## src/hw/rtl/spbr_pkg.sv

```systemverilog
// Types, constants and lookup tables shared by the protection bank and random blocks.
package spbr_pkg;

	// Field widths of one bus access and one result.
	localparam int unsigned ACTION_W  = 2;
	localparam int unsigned ADDR_W    = 24;
	localparam int unsigned DATA_W    = 16;
	localparam int unsigned OFFSET_W  = 24;
	localparam int unsigned VARIANT_W = 3;
	localparam int unsigned CFG_IDX_W = 1;
	localparam int unsigned CFG_DATA_W = 16;

	// Bank table geometry.
	localparam int unsigned BANK_ENTRIES = 64;
	localparam int unsigned BANK_IDX_W   = $clog2(BANK_ENTRIES);
	localparam int unsigned BIT_SEL_W    = $clog2(DATA_W);
	localparam int unsigned NUM_SLOTS    = 2 ** VARIANT_W;

	// Access kinds.
	localparam logic [ACTION_W-1:0] ACT_READ16  = 2'd0;
	localparam logic [ACTION_W-1:0] ACT_WRITE16 = 2'd1;
	localparam logic [ACTION_W-1:0] ACT_WRITE8  = 2'd2;
	localparam logic [ACTION_W-1:0] ACT_NONE    = 2'd3;

	// Configuration register indexes.
	localparam logic [CFG_IDX_W-1:0] REG_VARIANT = 1'd0;
	localparam logic [CFG_IDX_W-1:0] REG_SEED    = 1'd1;

	// Variant codes that select a table and port set.
	localparam logic [VARIANT_W-1:0] VAR_TBL0 = 3'd0;
	localparam logic [VARIANT_W-1:0] VAR_TBL1 = 3'd1;
	localparam logic [VARIANT_W-1:0] VAR_TBL2 = 3'd2;
	localparam logic [VARIANT_W-1:0] VAR_TBL3 = 3'd3;
	localparam logic [VARIANT_W-1:0] VAR_TBL4 = 3'd4;

	// Fixed identification word and reset values.
	localparam logic [ADDR_W-1:0]  ID_ADDR    = 24'h2fe446;
	localparam logic [DATA_W-1:0]  ID_WORD    = 16'h9a37;
	localparam logic [DATA_W-1:0]  SEED_RESET = 16'd9029;
	localparam logic [VARIANT_W-1:0] VARIANT_RESET = VAR_TBL0;

	// Port sets per variant code; codes without a table have no ports.
	localparam logic [ADDR_W-1:0] GEN_A_ADDR [NUM_SLOTS] = '{
		24'h2ffff8, 24'h2fffcc, 24'h2fffcc, 24'h000000,
		24'h2fffd8, 24'h000000, 24'h000000, 24'h000000};
	localparam logic [ADDR_W-1:0] GEN_B_ADDR [NUM_SLOTS] = '{
		24'h2ffffa, 24'h2ffff0, 24'h2ffff0, 24'h000000,
		24'h2fffda, 24'h000000, 24'h000000, 24'h000000};
	localparam logic [ADDR_W-1:0] BANK_ADDR [NUM_SLOTS] = '{
		24'h2ffff0, 24'h2fffc0, 24'h2fffc0, 24'h2fffe4,
		24'h2fffec, 24'h000000, 24'h000000, 24'h000000};
	localparam logic HAS_GEN  [NUM_SLOTS] = '{1'b1, 1'b1, 1'b1, 1'b0, 1'b1, 1'b0, 1'b0, 1'b0};
	localparam logic HAS_BANK [NUM_SLOTS] = '{1'b1, 1'b1, 1'b1, 1'b1, 1'b1, 1'b0, 1'b0, 1'b0};

	// Data bit that feeds each bank index bit, first entry is index bit 0.
	localparam logic [BIT_SEL_W-1:0] SCRAMBLE [NUM_SLOTS][BANK_IDX_W] = '{
		'{4'd14, 4'd6,  4'd8,  4'd10, 4'd12, 4'd5},
		'{4'd5,  4'd9,  4'd7,  4'd6,  4'd14, 4'd12},
		'{4'd4,  4'd8,  4'd14, 4'd2,  4'd11, 4'd13},
		'{4'd14, 4'd12, 4'd15, 4'd6,  4'd3,  4'd9},
		'{4'd15, 4'd14, 4'd7,  4'd3,  4'd10, 4'd5},
		'{4'd0,  4'd0,  4'd0,  4'd0,  4'd0,  4'd0},
		'{4'd0,  4'd0,  4'd0,  4'd0,  4'd0,  4'd0},
		'{4'd0,  4'd0,  4'd0,  4'd0,  4'd0,  4'd0}};

	// Bank offset tables; entries past the listed ones are zero.
	localparam logic [OFFSET_W-1:0] OFS_TBL0 [BANK_ENTRIES] = '{
		24'h000000, 24'h100000, 24'h200000, 24'h300000, 24'h3cc000, 24'h4cc000, 24'h3f2000, 24'h4f2000,
		24'h407800, 24'h507800, 24'h40d000, 24'h50d000, 24'h417800, 24'h517800, 24'h420800, 24'h520800,
		24'h424800, 24'h524800, 24'h429000, 24'h529000, 24'h42e800, 24'h52e800, 24'h431800, 24'h531800,
		24'h54d000, 24'h551000, 24'h567000, 24'h592800, 24'h588800, 24'h581800, 24'h599800, 24'h594800,
		24'h598000, 24'h000000, 24'h000000, 24'h000000, 24'h000000, 24'h000000, 24'h000000, 24'h000000,
		24'h000000, 24'h000000, 24'h000000, 24'h000000, 24'h000000, 24'h000000, 24'h000000, 24'h000000,
		24'h000000, 24'h000000, 24'h000000, 24'h000000, 24'h000000, 24'h000000, 24'h000000, 24'h000000,
		24'h000000, 24'h000000, 24'h000000, 24'h000000, 24'h000000, 24'h000000, 24'h000000, 24'h000000};
	localparam logic [OFFSET_W-1:0] OFS_TBL1 [BANK_ENTRIES] = '{
		24'h000000, 24'h100000, 24'h200000, 24'h300000, 24'h280000, 24'h380000, 24'h2d0000, 24'h3d0000,
		24'h2f0000, 24'h3f0000, 24'h400000, 24'h500000, 24'h420000, 24'h520000, 24'h440000, 24'h540000,
		24'h498000, 24'h598000, 24'h4a0000, 24'h5a0000, 24'h4a8000, 24'h5a8000, 24'h4b0000, 24'h5b0000,
		24'h4b8000, 24'h5b8000, 24'h4c0000, 24'h5c0000, 24'h4c8000, 24'h5c8000, 24'h4d0000, 24'h5d0000,
		24'h458000, 24'h558000, 24'h460000, 24'h560000, 24'h468000, 24'h568000, 24'h470000, 24'h570000,
		24'h478000, 24'h578000, 24'h480000, 24'h580000, 24'h488000, 24'h588000, 24'h490000, 24'h590000,
		24'h5d0000, 24'h5d8000, 24'h5e0000, 24'h5e8000, 24'h5f0000, 24'h5f8000, 24'h600000, 24'h000000,
		24'h000000, 24'h000000, 24'h000000, 24'h000000, 24'h000000, 24'h000000, 24'h000000, 24'h000000};
	localparam logic [OFFSET_W-1:0] OFS_TBL2 [BANK_ENTRIES] = '{
		24'h000000, 24'h100000, 24'h200000, 24'h300000, 24'h280000, 24'h380000, 24'h2d0000, 24'h3d0000,
		24'h2c8000, 24'h3c8000, 24'h400000, 24'h500000, 24'h420000, 24'h520000, 24'h440000, 24'h540000,
		24'h598000, 24'h698000, 24'h5a0000, 24'h6a0000, 24'h5a8000, 24'h6a8000, 24'h5b0000, 24'h6b0000,
		24'h5b8000, 24'h6b8000, 24'h5c0000, 24'h6c0000, 24'h5c8000, 24'h6c8000, 24'h5d0000, 24'h6d0000,
		24'h458000, 24'h558000, 24'h460000, 24'h560000, 24'h468000, 24'h568000, 24'h470000, 24'h570000,
		24'h478000, 24'h578000, 24'h480000, 24'h580000, 24'h488000, 24'h588000, 24'h490000, 24'h590000,
		24'h5d8000, 24'h6d8000, 24'h5e0000, 24'h6e0000, 24'h5e8000, 24'h6e8000, 24'h6e8000, 24'h000000,
		24'h000000, 24'h000000, 24'h000000, 24'h000000, 24'h000000, 24'h000000, 24'h000000, 24'h000000};
	localparam logic [OFFSET_W-1:0] OFS_TBL3 [BANK_ENTRIES] = '{
		24'h000000, 24'h020000, 24'h040000, 24'h060000, 24'h070000, 24'h090000, 24'h0b0000, 24'h0d0000,
		24'h0e0000, 24'h0f0000, 24'h120000, 24'h130000, 24'h140000, 24'h150000, 24'h180000, 24'h190000,
		24'h1a0000, 24'h1b0000, 24'h1e0000, 24'h1f0000, 24'h200000, 24'h210000, 24'h240000, 24'h250000,
		24'h260000, 24'h270000, 24'h2a0000, 24'h2b0000, 24'h2c0000, 24'h2d0000, 24'h300000, 24'h310000,
		24'h320000, 24'h330000, 24'h360000, 24'h370000, 24'h380000, 24'h390000, 24'h3c0000, 24'h3d0000,
		24'h400000, 24'h410000, 24'h440000, 24'h450000, 24'h460000, 24'h470000, 24'h4a0000, 24'h4b0000,
		24'h4c0000, 24'h000000, 24'h000000, 24'h000000, 24'h000000, 24'h000000, 24'h000000, 24'h000000,
		24'h000000, 24'h000000, 24'h000000, 24'h000000, 24'h000000, 24'h000000, 24'h000000, 24'h000000};
	localparam logic [OFFSET_W-1:0] OFS_TBL4 [BANK_ENTRIES] = '{
		24'h000000, 24'h100000, 24'h200000, 24'h300000, 24'h3f7800, 24'h4f7800, 24'h3ff800, 24'h4ff800,
		24'h407800, 24'h507800, 24'h40f800, 24'h50f800, 24'h416800, 24'h516800, 24'h41d800, 24'h51d800,
		24'h424000, 24'h524000, 24'h523800, 24'h623800, 24'h526000, 24'h626000, 24'h528000, 24'h628000,
		24'h52a000, 24'h62a000, 24'h52b800, 24'h62b800, 24'h52d000, 24'h62d000, 24'h52e800, 24'h62e800,
		24'h618000, 24'h619000, 24'h61a000, 24'h61a800, 24'h000000, 24'h000000, 24'h000000, 24'h000000,
		24'h000000, 24'h000000, 24'h000000, 24'h000000, 24'h000000, 24'h000000, 24'h000000, 24'h000000,
		24'h000000, 24'h000000, 24'h000000, 24'h000000, 24'h000000, 24'h000000, 24'h000000, 24'h000000,
		24'h000000, 24'h000000, 24'h000000, 24'h000000, 24'h000000, 24'h000000, 24'h000000, 24'h000000};

	// One result item.
	typedef struct packed {
		logic [DATA_W-1:0]   read_data;
		logic                read_answered;
		logic                bank_valid;
		logic [OFFSET_W-1:0] bank_offset;
		logic                write_passed;
	} spbr_result_t;

	// Looks up the bank offset of one variant; codes without a table give zero.
	function automatic logic [OFFSET_W-1:0] bank_offset_lookup(
		input logic [VARIANT_W-1:0]  variant,
		input logic [BANK_IDX_W-1:0] idx
	);
		logic [OFFSET_W-1:0] ofs;
		case (variant)
			VAR_TBL0: ofs = OFS_TBL0[idx];
			VAR_TBL1: ofs = OFS_TBL1[idx];
			VAR_TBL2: ofs = OFS_TBL2[idx];
			VAR_TBL3: ofs = OFS_TBL3[idx];
			VAR_TBL4: ofs = OFS_TBL4[idx];
			default:  ofs = '0;
		endcase
		return ofs;
	endfunction

endpackage

```

## src/hw/rtl/spbr_if.sv

```systemverilog
// Valid/ready channel interfaces for bus accesses and result items.
interface spbr_access_if;
	import spbr_pkg::*;

	logic                valid;
	logic                ready;
	logic [ACTION_W-1:0] action;
	logic [ADDR_W-1:0]   address;
	logic [DATA_W-1:0]   data;

	modport source (output valid, action, address, data, input ready);
	modport sink (input valid, action, address, data, output ready);
endinterface

interface spbr_result_if;
	import spbr_pkg::*;

	logic                valid;
	logic                ready;
	logic [DATA_W-1:0]   read_data;
	logic                read_answered;
	logic                bank_valid;
	logic [OFFSET_W-1:0] bank_offset;
	logic                write_passed;

	modport source (output valid, read_data, read_answered, bank_valid, bank_offset,
		write_passed, input ready);
	modport sink (input valid, read_data, read_answered, bank_valid, bank_offset,
		write_passed, output ready);
endinterface

```

## src/hw/rtl/spbr_lfsr.sv

```systemverilog
// 16-bit random generator register with seed load and single step.
module spbr_lfsr (
	input  logic                      clk,
	input  logic                      arst_n,
	input  logic                      load,
	input  logic [spbr_pkg::DATA_W-1:0] seed,
	input  logic                      step,
	output logic [spbr_pkg::DATA_W-1:0] state
);
	import spbr_pkg::*;

	logic [DATA_W-1:0] shift_q;
	logic              feedback;

	// Feedback taps at bits 2, 3, 5, 6, 7, 11, 12 and 15.
	assign feedback = shift_q[2] ^ shift_q[3] ^ shift_q[5] ^ shift_q[6] ^
		shift_q[7] ^ shift_q[11] ^ shift_q[12] ^ shift_q[15];

	// A seed write reloads the register; a generator read shifts it left by one.
	always_ff @(posedge clk or negedge arst_n) begin
		if (!arst_n) begin
			shift_q <= SEED_RESET;
		end else if (load) begin
			shift_q <= seed;
		end else if (step) begin
			shift_q <= {shift_q[DATA_W-2:0], feedback};
		end
	end

	assign state = shift_q;
endmodule

```

## src/hw/rtl/spbr_decode.sv

```systemverilog
// Decodes one registered bus access into its result and a generator step request.
module spbr_decode (
	input  logic [spbr_pkg::VARIANT_W-1:0] variant,
	input  logic [spbr_pkg::ACTION_W-1:0]  action,
	input  logic [spbr_pkg::ADDR_W-1:0]    address,
	input  logic [spbr_pkg::DATA_W-1:0]    data,
	input  logic [spbr_pkg::DATA_W-1:0]    random_value,
	output spbr_pkg::spbr_result_t         result,
	output logic                           gen_step
);
	import spbr_pkg::*;

	logic [ADDR_W-1:0]     waddr;
	logic [DATA_W-1:0]     wdata;
	logic [BANK_IDX_W-1:0] bank_idx;
	logic                  gen_hit;
	logic                  bank_hit;

	// Byte writes place the byte by address parity and align the address.
	always_comb begin
		if (action == ACT_WRITE8) begin
			waddr = {address[ADDR_W-1:1], 1'b0};
			if (address[0]) begin
				wdata = {8'h00, data[7:0]};
			end else begin
				wdata = {data[7:0], 8'h00};
			end
		end else begin
			waddr = address;
			wdata = data;
		end
	end

	// Gather the scrambled data bits into the bank index.
	always_comb begin
		for (int i = 0; i < BANK_IDX_W; i++) begin
			bank_idx[i] = wdata[SCRAMBLE[variant][i]];
		end
	end

	assign gen_hit = HAS_GEN[variant] &&
		(address == GEN_A_ADDR[variant] || address == GEN_B_ADDR[variant]);
	assign bank_hit = HAS_BANK[variant] && (waddr == BANK_ADDR[variant]);

	// The fixed word wins over the generator ports; other reads pass through.
	always_comb begin
		result   = '0;
		gen_step = 1'b0;
		case (action)
			ACT_READ16: begin
				if (address == ID_ADDR) begin
					result.read_data     = ID_WORD;
					result.read_answered = 1'b1;
				end else if (gen_hit) begin
					result.read_data     = random_value;
					result.read_answered = 1'b1;
					gen_step             = 1'b1;
				end
			end
			ACT_WRITE16, ACT_WRITE8: begin
				if (bank_hit) begin
					result.bank_valid  = 1'b1;
					result.bank_offset = bank_offset_lookup(variant, bank_idx);
				end else begin
					result.write_passed = 1'b1;
				end
			end
			default: begin
				result = '0;
			end
		endcase
	end
endmodule

```

## src/hw/rtl/sma_protection_bank_and_random_core.sv

```systemverilog
// Top level of the cartridge protection block: input register, decode, result register.
// Each bus access transfers into an input register, is decoded there against the
// selected variant's ports and tables, and moves on into the result register when
// that register is empty or being emptied, and from there its result can
// transfer out; one access is taken every cycle while the result side keeps
// up, and a stalled result holds the input side only once the input register is
// also full. A 16-bit read of the fixed ID address answers 0x9a37, a read of a
// generator port answers the 16-bit generator value and then steps it, and a write
// to the bank port yields a bank offset from the variant's table. Writing the seed
// register reloads the generator at once; configuration is meant to change only
// while no access is in flight.
module sma_protection_bank_and_random_core (
	input  logic                            clk,
	input  logic                            arst_n,
	input  logic                            cfg_we,
	input  logic [spbr_pkg::CFG_IDX_W-1:0]  cfg_index,
	input  logic [spbr_pkg::CFG_DATA_W-1:0] cfg_wdata,
	spbr_access_if.sink                     access,
	spbr_result_if.source                   result
);
	import spbr_pkg::*;

	logic [VARIANT_W-1:0] variant_q;
	logic                 valid_s1;
	logic [ACTION_W-1:0]  action_s1;
	logic [ADDR_W-1:0]    address_s1;
	logic [DATA_W-1:0]    data_s1;
	logic                 valid_s2;
	spbr_result_t         result_s2;
	spbr_result_t         dec_result;
	logic                 dec_step;
	logic                 gen_step;
	logic                 seed_load;
	logic [DATA_W-1:0]    random_value;
	logic                 out_adv;
	logic                 s1_adv;

	// Configuration writes.
	assign seed_load = cfg_we && (cfg_index == REG_SEED);

	always_ff @(posedge clk or negedge arst_n) begin
		if (!arst_n) begin
			variant_q <= VARIANT_RESET;
		end else if (cfg_we && (cfg_index == REG_VARIANT)) begin
			variant_q <= cfg_wdata[VARIANT_W-1:0];
		end
	end

	// Pipeline flow: the result register frees when empty or taken.
	assign out_adv      = !valid_s2 || result.ready;
	assign s1_adv       = valid_s1 && out_adv;
	assign access.ready = !valid_s1 || out_adv;
	assign gen_step     = s1_adv && dec_step;

	// Input register.
	always_ff @(posedge clk or negedge arst_n) begin
		if (!arst_n) begin
			valid_s1 <= 1'b0;
		end else if (access.ready) begin
			valid_s1 <= access.valid;
		end
	end

	always_ff @(posedge clk) begin
		if (access.valid && access.ready) begin
			action_s1  <= access.action;
			address_s1 <= access.address;
			data_s1    <= access.data;
		end
	end

	spbr_lfsr u_lfsr (
		.clk    (clk),
		.arst_n (arst_n),
		.load   (seed_load),
		.seed   (cfg_wdata[DATA_W-1:0]),
		.step   (gen_step),
		.state  (random_value)
	);

	spbr_decode u_decode (
		.variant      (variant_q),
		.action       (action_s1),
		.address      (address_s1),
		.data         (data_s1),
		.random_value (random_value),
		.result       (dec_result),
		.gen_step     (dec_step)
	);

	// Result register.
	always_ff @(posedge clk or negedge arst_n) begin
		if (!arst_n) begin
			valid_s2 <= 1'b0;
		end else if (out_adv) begin
			valid_s2 <= valid_s1;
		end
	end

	always_ff @(posedge clk) begin
		if (s1_adv) begin
			result_s2 <= dec_result;
		end
	end

	assign result.valid         = valid_s2;
	assign result.read_data     = result_s2.read_data;
	assign result.read_answered = result_s2.read_answered;
	assign result.bank_valid    = result_s2.bank_valid;
	assign result.bank_offset   = result_s2.bank_offset;
	assign result.write_passed  = result_s2.write_passed;

	// A result is either a read answer, a bank switch or a passed write, never two.
	assert property (@(posedge clk) disable iff (!arst_n)
		valid_s2 |-> !(result_s2.read_answered && (result_s2.bank_valid ||
			result_s2.write_passed)))
		else $error("read answer mixed with write outcome");

	assert property (@(posedge clk) disable iff (!arst_n)
		valid_s2 |-> !(result_s2.bank_valid && result_s2.write_passed))
		else $error("bank switch and passed write together");

	// The generator moves only on a delivered generator read or a seed write.
	assert property (@(posedge clk) disable iff (!arst_n)
		(!gen_step && !seed_load) |=> $stable(random_value))
		else $error("generator changed without a step or seed write");

	// An item waiting in the input register is not lost while the output stalls.
	assert property (@(posedge clk) disable iff (!arst_n)
		(valid_s1 && !out_adv) |=> (valid_s1 && $stable(address_s1)))
		else $error("input register item dropped during stall");
endmodule

```

## src/flat_wrapper.sv

```systemverilog
// flat-port wrapper written by rule: the top's interface ports become plain ports
module sma_protection_bank_and_random_core_flat import spbr_pkg::*;
  (clk, arst_n, cfg_we, cfg_index, cfg_wdata, access_valid, access_action, access_address, access_data, access_ready, result_valid, result_read_data, result_read_answered, result_bank_valid, result_bank_offset, result_write_passed, result_ready);
  spbr_access_if access_i ();
  spbr_result_if result_i ();
  input  logic clk;
  input  logic arst_n;
  input  logic cfg_we;
  input  logic [spbr_pkg::CFG_IDX_W-1:0] cfg_index;
  input  logic [spbr_pkg::CFG_DATA_W-1:0] cfg_wdata;
  input wire logic [$bits(access_i.valid)-1:0] access_valid;
  input wire logic [$bits(access_i.action)-1:0] access_action;
  input wire logic [$bits(access_i.address)-1:0] access_address;
  input wire logic [$bits(access_i.data)-1:0] access_data;
  output wire logic [$bits(access_i.ready)-1:0] access_ready;
  output wire logic [$bits(result_i.valid)-1:0] result_valid;
  output wire logic [$bits(result_i.read_data)-1:0] result_read_data;
  output wire logic [$bits(result_i.read_answered)-1:0] result_read_answered;
  output wire logic [$bits(result_i.bank_valid)-1:0] result_bank_valid;
  output wire logic [$bits(result_i.bank_offset)-1:0] result_bank_offset;
  output wire logic [$bits(result_i.write_passed)-1:0] result_write_passed;
  input wire logic [$bits(result_i.ready)-1:0] result_ready;
  assign access_i.valid = access_valid;
  assign access_i.action = access_action;
  assign access_i.address = access_address;
  assign access_i.data = access_data;
  assign access_ready = access_i.ready;
  assign result_valid = result_i.valid;
  assign result_read_data = result_i.read_data;
  assign result_read_answered = result_i.read_answered;
  assign result_bank_valid = result_i.bank_valid;
  assign result_bank_offset = result_i.bank_offset;
  assign result_write_passed = result_i.write_passed;
  assign result_i.ready = result_ready;
  sma_protection_bank_and_random_core u_core (.clk(clk), .arst_n(arst_n), .cfg_we(cfg_we), .cfg_index(cfg_index), .cfg_wdata(cfg_wdata), .access(access_i), .result(result_i));
endmodule
```

## config.mk

```make
export PLATFORM = sky130hd
export DESIGN_NAME = sma_protection_bank_and_random_core_flat
export DESIGN_NICKNAME = d
export VERILOG_FILES = /design/src/hw/rtl/spbr_pkg.sv /design/src/hw/rtl/spbr_if.sv /design/src/hw/rtl/spbr_lfsr.sv /design/src/hw/rtl/spbr_decode.sv /design/src/hw/rtl/sma_protection_bank_and_random_core.sv /design/src/flat_wrapper.sv
export SDC_FILE = /design/constraint.sdc
export NUM_CORES = 1
export LEC_CHECK = 0
export BUFFER_PORTS_ARGS = -buffer_cell sky130_fd_sc_hd__buf_2
export CORE_UTILIZATION = 27
export CTS_BUF_LIST = sky130_fd_sc_hd__clkbuf_4
export CTS_CLUSTER_SIZE = 20
export DETAILED_ROUTE_END_ITERATION = 10
export SKIP_LAST_GASP = 1
export SLEW_MARGIN = 20
export SYNTH_ARGS = -nofsm -noshare
export SYNTH_HDL_FRONTEND = slang
export SYNTH_SLANG_ARGS = --single-unit
```

## constraint.sdc

```tcl
create_clock -name clk -period 8.61 [get_ports clk]
set_input_delay 2.583 -clock clk [delete_from_list [all_inputs] [get_ports clk]]
set_output_delay 2.583 -clock clk [all_outputs]
set_load 0.05 [all_outputs]
```

==> results.sh <==
export IMPL_avgSynthCellArea_sq_um=9.744
export IMPL_grt_max_degree=48
export IMPL_clock_path_buffers=2
export IMPL_numCtsBuffers=9
export IMPL_worst_r2r_cell_count=14
export IMPL_drcViolationCount=0
export IMPL_ir_drop_v=0.0001019
export IMPL_gr_max_usage_layer="met2"
export IMPL_core_area_sq_mm=0.02285
export IMPL_die_y_um=155.3
export IMPL_synth_main_ff_cell="edfxtp_1"
export IMPL_fin_crit_ns=5.672
export IMPL_place_ws_ns=2.938
export IMPL_fp_dieArea_sq_mm=0.02411
export IMPL_die_w_um=155.3
export IMPL_diodes=0
export IMPL_crit_type="in -> out"
export IMPL_vias_per_cell=5.379
export IMPL_final_area_sq_mm=0.007118
export IMPL_globalRoute_totalOverflow=0
export IMPL_post_route_cells_drive_above_1_share_pct=19.78
export IMPL_nets=816
export IMPL_grt_antenna_before_repair=0
export IMPL_reg2reg_to="u_core.result.bank_offset[21]"
export IMPL_fin_ws_ns=2.938
export IMPL_cts_tree="done"
export IMPL_cp_arrival_ns=3.09
export IMPL_endpoint_kind="output pin"
export IMPL_setup_viol=0
export IMPL_vias=5600
export IMPL_cts_hold_buf=0
export IMPL_place_hpwl_um=13020
export IMPL_syn_instance_count=651
export IMPL_fin_util_pct=31.16
export IMPL_hp_class="reg -> reg"
export IMPL_synth_edf_count=73
export IMPL_slew_viol_final=0
export IMPL_rsz0062_at_grt="no"
export IMPL_clock_sinks=94
export IMPL_power_density_mw_per_mm2=204.6
export IMPL_num_rows=55
export IMPL_ant_nets=0
export IMPL_synth_seq_area_share_pct=42.96
export IMPL_tightest_slew_ns=1.127
export IMPL_hold_viol=0
export IMPL_mostFrequentLayoutCell="buf_2"
export IMPL_dr_pass1_iters=5
export IMPL_async_flop_share_pct=22.34
export IMPL_leakagePower_nw=2.726
export IMPL_clockRootBuffer="clkbuf_4"
export IMPL_met1_usage_pct=21.24
export IMPL_area_delta_synth_final_pct=12.21
export IMPL_ys_seq_elements=94
export IMPL_nFillCells=2385
export IMPL_drt_iter0_drc=915
export IMPL_r2r_slack_ns=3.31
export IMPL_io_pins=109
export IMPL_fmax_ghz=0.1763
export IMPL_synth_warnings=0
export IMPL_initial_utilization_pct=27.77
export IMPL_r2r_start="u_core.variant_q[0]"
export IMPL_grt_pass1_vias=5193
export IMPL_tns_ns=0
export IMPL_cts_resized=0
export IMPL_slew_headroom_pct=24.44
export IMPL_min_from="u_core.valid_s1"
export IMPL_min_delay_path_depth=1
export IMPL_routabilityCongestion=0.9527
export IMPL_insertion_delay_ns=0.45
export IMPL_grt_usage_pct=14.97
export IMPL_required_ns=6.03
export IMPL_hold_end="u_core.result.valid"
export IMPL_finalCritPeriodShare_pct=65.87
export IMPL_startpoint_type="input port"
export IMPL_htreeDepth=3
export IMPL_grtUsageMet3_pct=3.844
export IMPL_grt_pass1_wl_um=28300
export IMPL_io_buffers=96
export IMPL_netlist_area_sq_mm=0.006344
export IMPL_status="finished clean"
export IMPL_cap_viol_max_count=0
export IMPL_ys_types=80
export IMPL_detail_route_wirelength_um=18060
export IMPL_layout_common_cells="buf_2, edfxtp_1, nand2_1, o21ai_0, a21oi_1"
export IMPL_clock_skew_ns=0.01402
export IMPL_postCtsSetupBuffers=0
export IMPL_wl_per_cell_um=17.34
export IMPL_placed_cell_area_sq_mm=0.007014
export IMPL_worst_path_max_fanout=3
export IMPL_met2_usage_pct=21.94
export IMPL_clkTransAtPathRegs_ns=0.14
[critical path: stages]
cell and delay (ns):
buf_2 0.10, nand3b_1 0.18, buf_2 0.23
[flip-flops by register name (all words and copies together) (netlist names)]
name,flops
u_core.result.bank_valid,1
u_core.result.bank_offset,12
u_core.result.valid,1
u_core.action_s1,2
u_core.variant_q,3
u_core.address_s1,24
u_core.result.read_answered,1
u_core.u_lfsr.state,16
u_core.result.read_data,16
u_core.result.write_passed,1
u_core.data_s1,16
u_core.valid_s1,1
[layout make-up]
| type | count | area (sq um) | share of cell area, % |
|---|---|---|---|
| Inverter | 16 | 62.56 | 0.8789 |
| Clock buffer | 10 | 75.07 | 1.055 |
| Timing Repair Buffer | 103 | 533.0 | 7.488 |
| Tap cell | 313 | 391.6 | 5.502 |
| Sequential cell | 94 | 2725 | 38.28 |
| Clock inverter | 6 | 28.78 | 0.4043 |
| Multi-Input combinational cell | 499 | 3302 | 46.39 |
[how the worst max path moves through the flow]
stage	end	slack, ns	startpoint
global placement	access_ready	2.95	result_ready
global route	access_ready	2.92	result_ready
floorplan	access_ready	2.96	result_ready
finish	access_ready	2.94	result_ready
detailed placement	access_ready	2.94	result_ready
CTS	access_ready	2.94	result_ready
[cells in the mapped netlist, drive strengths merged, types with 12 or more instances]
cell     n  area, sq um
a21oi   38        193.9
buf     40        251.5
clkbuf  13        50.04
dfrtp   15        375.4
edfxtp  73         2192
ha      29        362.9
inv     15        58.81
mux2i   26        260.3
nand2   61        229.0
nand3   24        120.1
nor2    37        141.4
nor2b   22        137.6
nor3    18        90.09
o21a    12        90.09
o21ai   54        274.0
[through the flow]
step | hold WS (ns) | instances | power [W]
2_1_floorplan | 0.4490 | 662 | 0.001078
3_3_place_gp | 0.4573 | 1025 | 0.001252
3_5_place_dp | 0.4707 | 1025 | 0.001242
4_1_cts | 0.5037 | 1041 | 0.001449
5_1_grt | 0.5259 | 1041 | 0.001546
6_report | 0.4963 | 1041 | 0.001456
[power by group]
part	internal [W]	switching [W]	leakage [nW]
clock	0.0000596	0.000143	0.0657
combinational	0.000218	0.000478	1.70
sequential	0.000530	0.0000283	0.959
[cell families (layout without fill, tap and decap cells)]
group                      count (synthesis)  in the layout  share of synthesized area [%]
adders and majority gates                 29             29                          5.720
buffers and inverters                     69            135                          5.739
and+or+nand+nor                          216            216                          17.10
xor gates and xnor gates                  12             12                          1.657
muxes                                     29             29                          5.168
DFF                                       94             94                          42.96
AOI/OAI and AO/OA                        201            201                          21.60
other                                      1             12                        0.05911
[layer usage]
layer  up-vias  part of all wire (%)
li1       2593                     -
met1      2611                    45
met2       348                    43
met3        48                   9.7
met4         0                   2.6
met5         -                     0
Power figures use the tool's default switching activity.
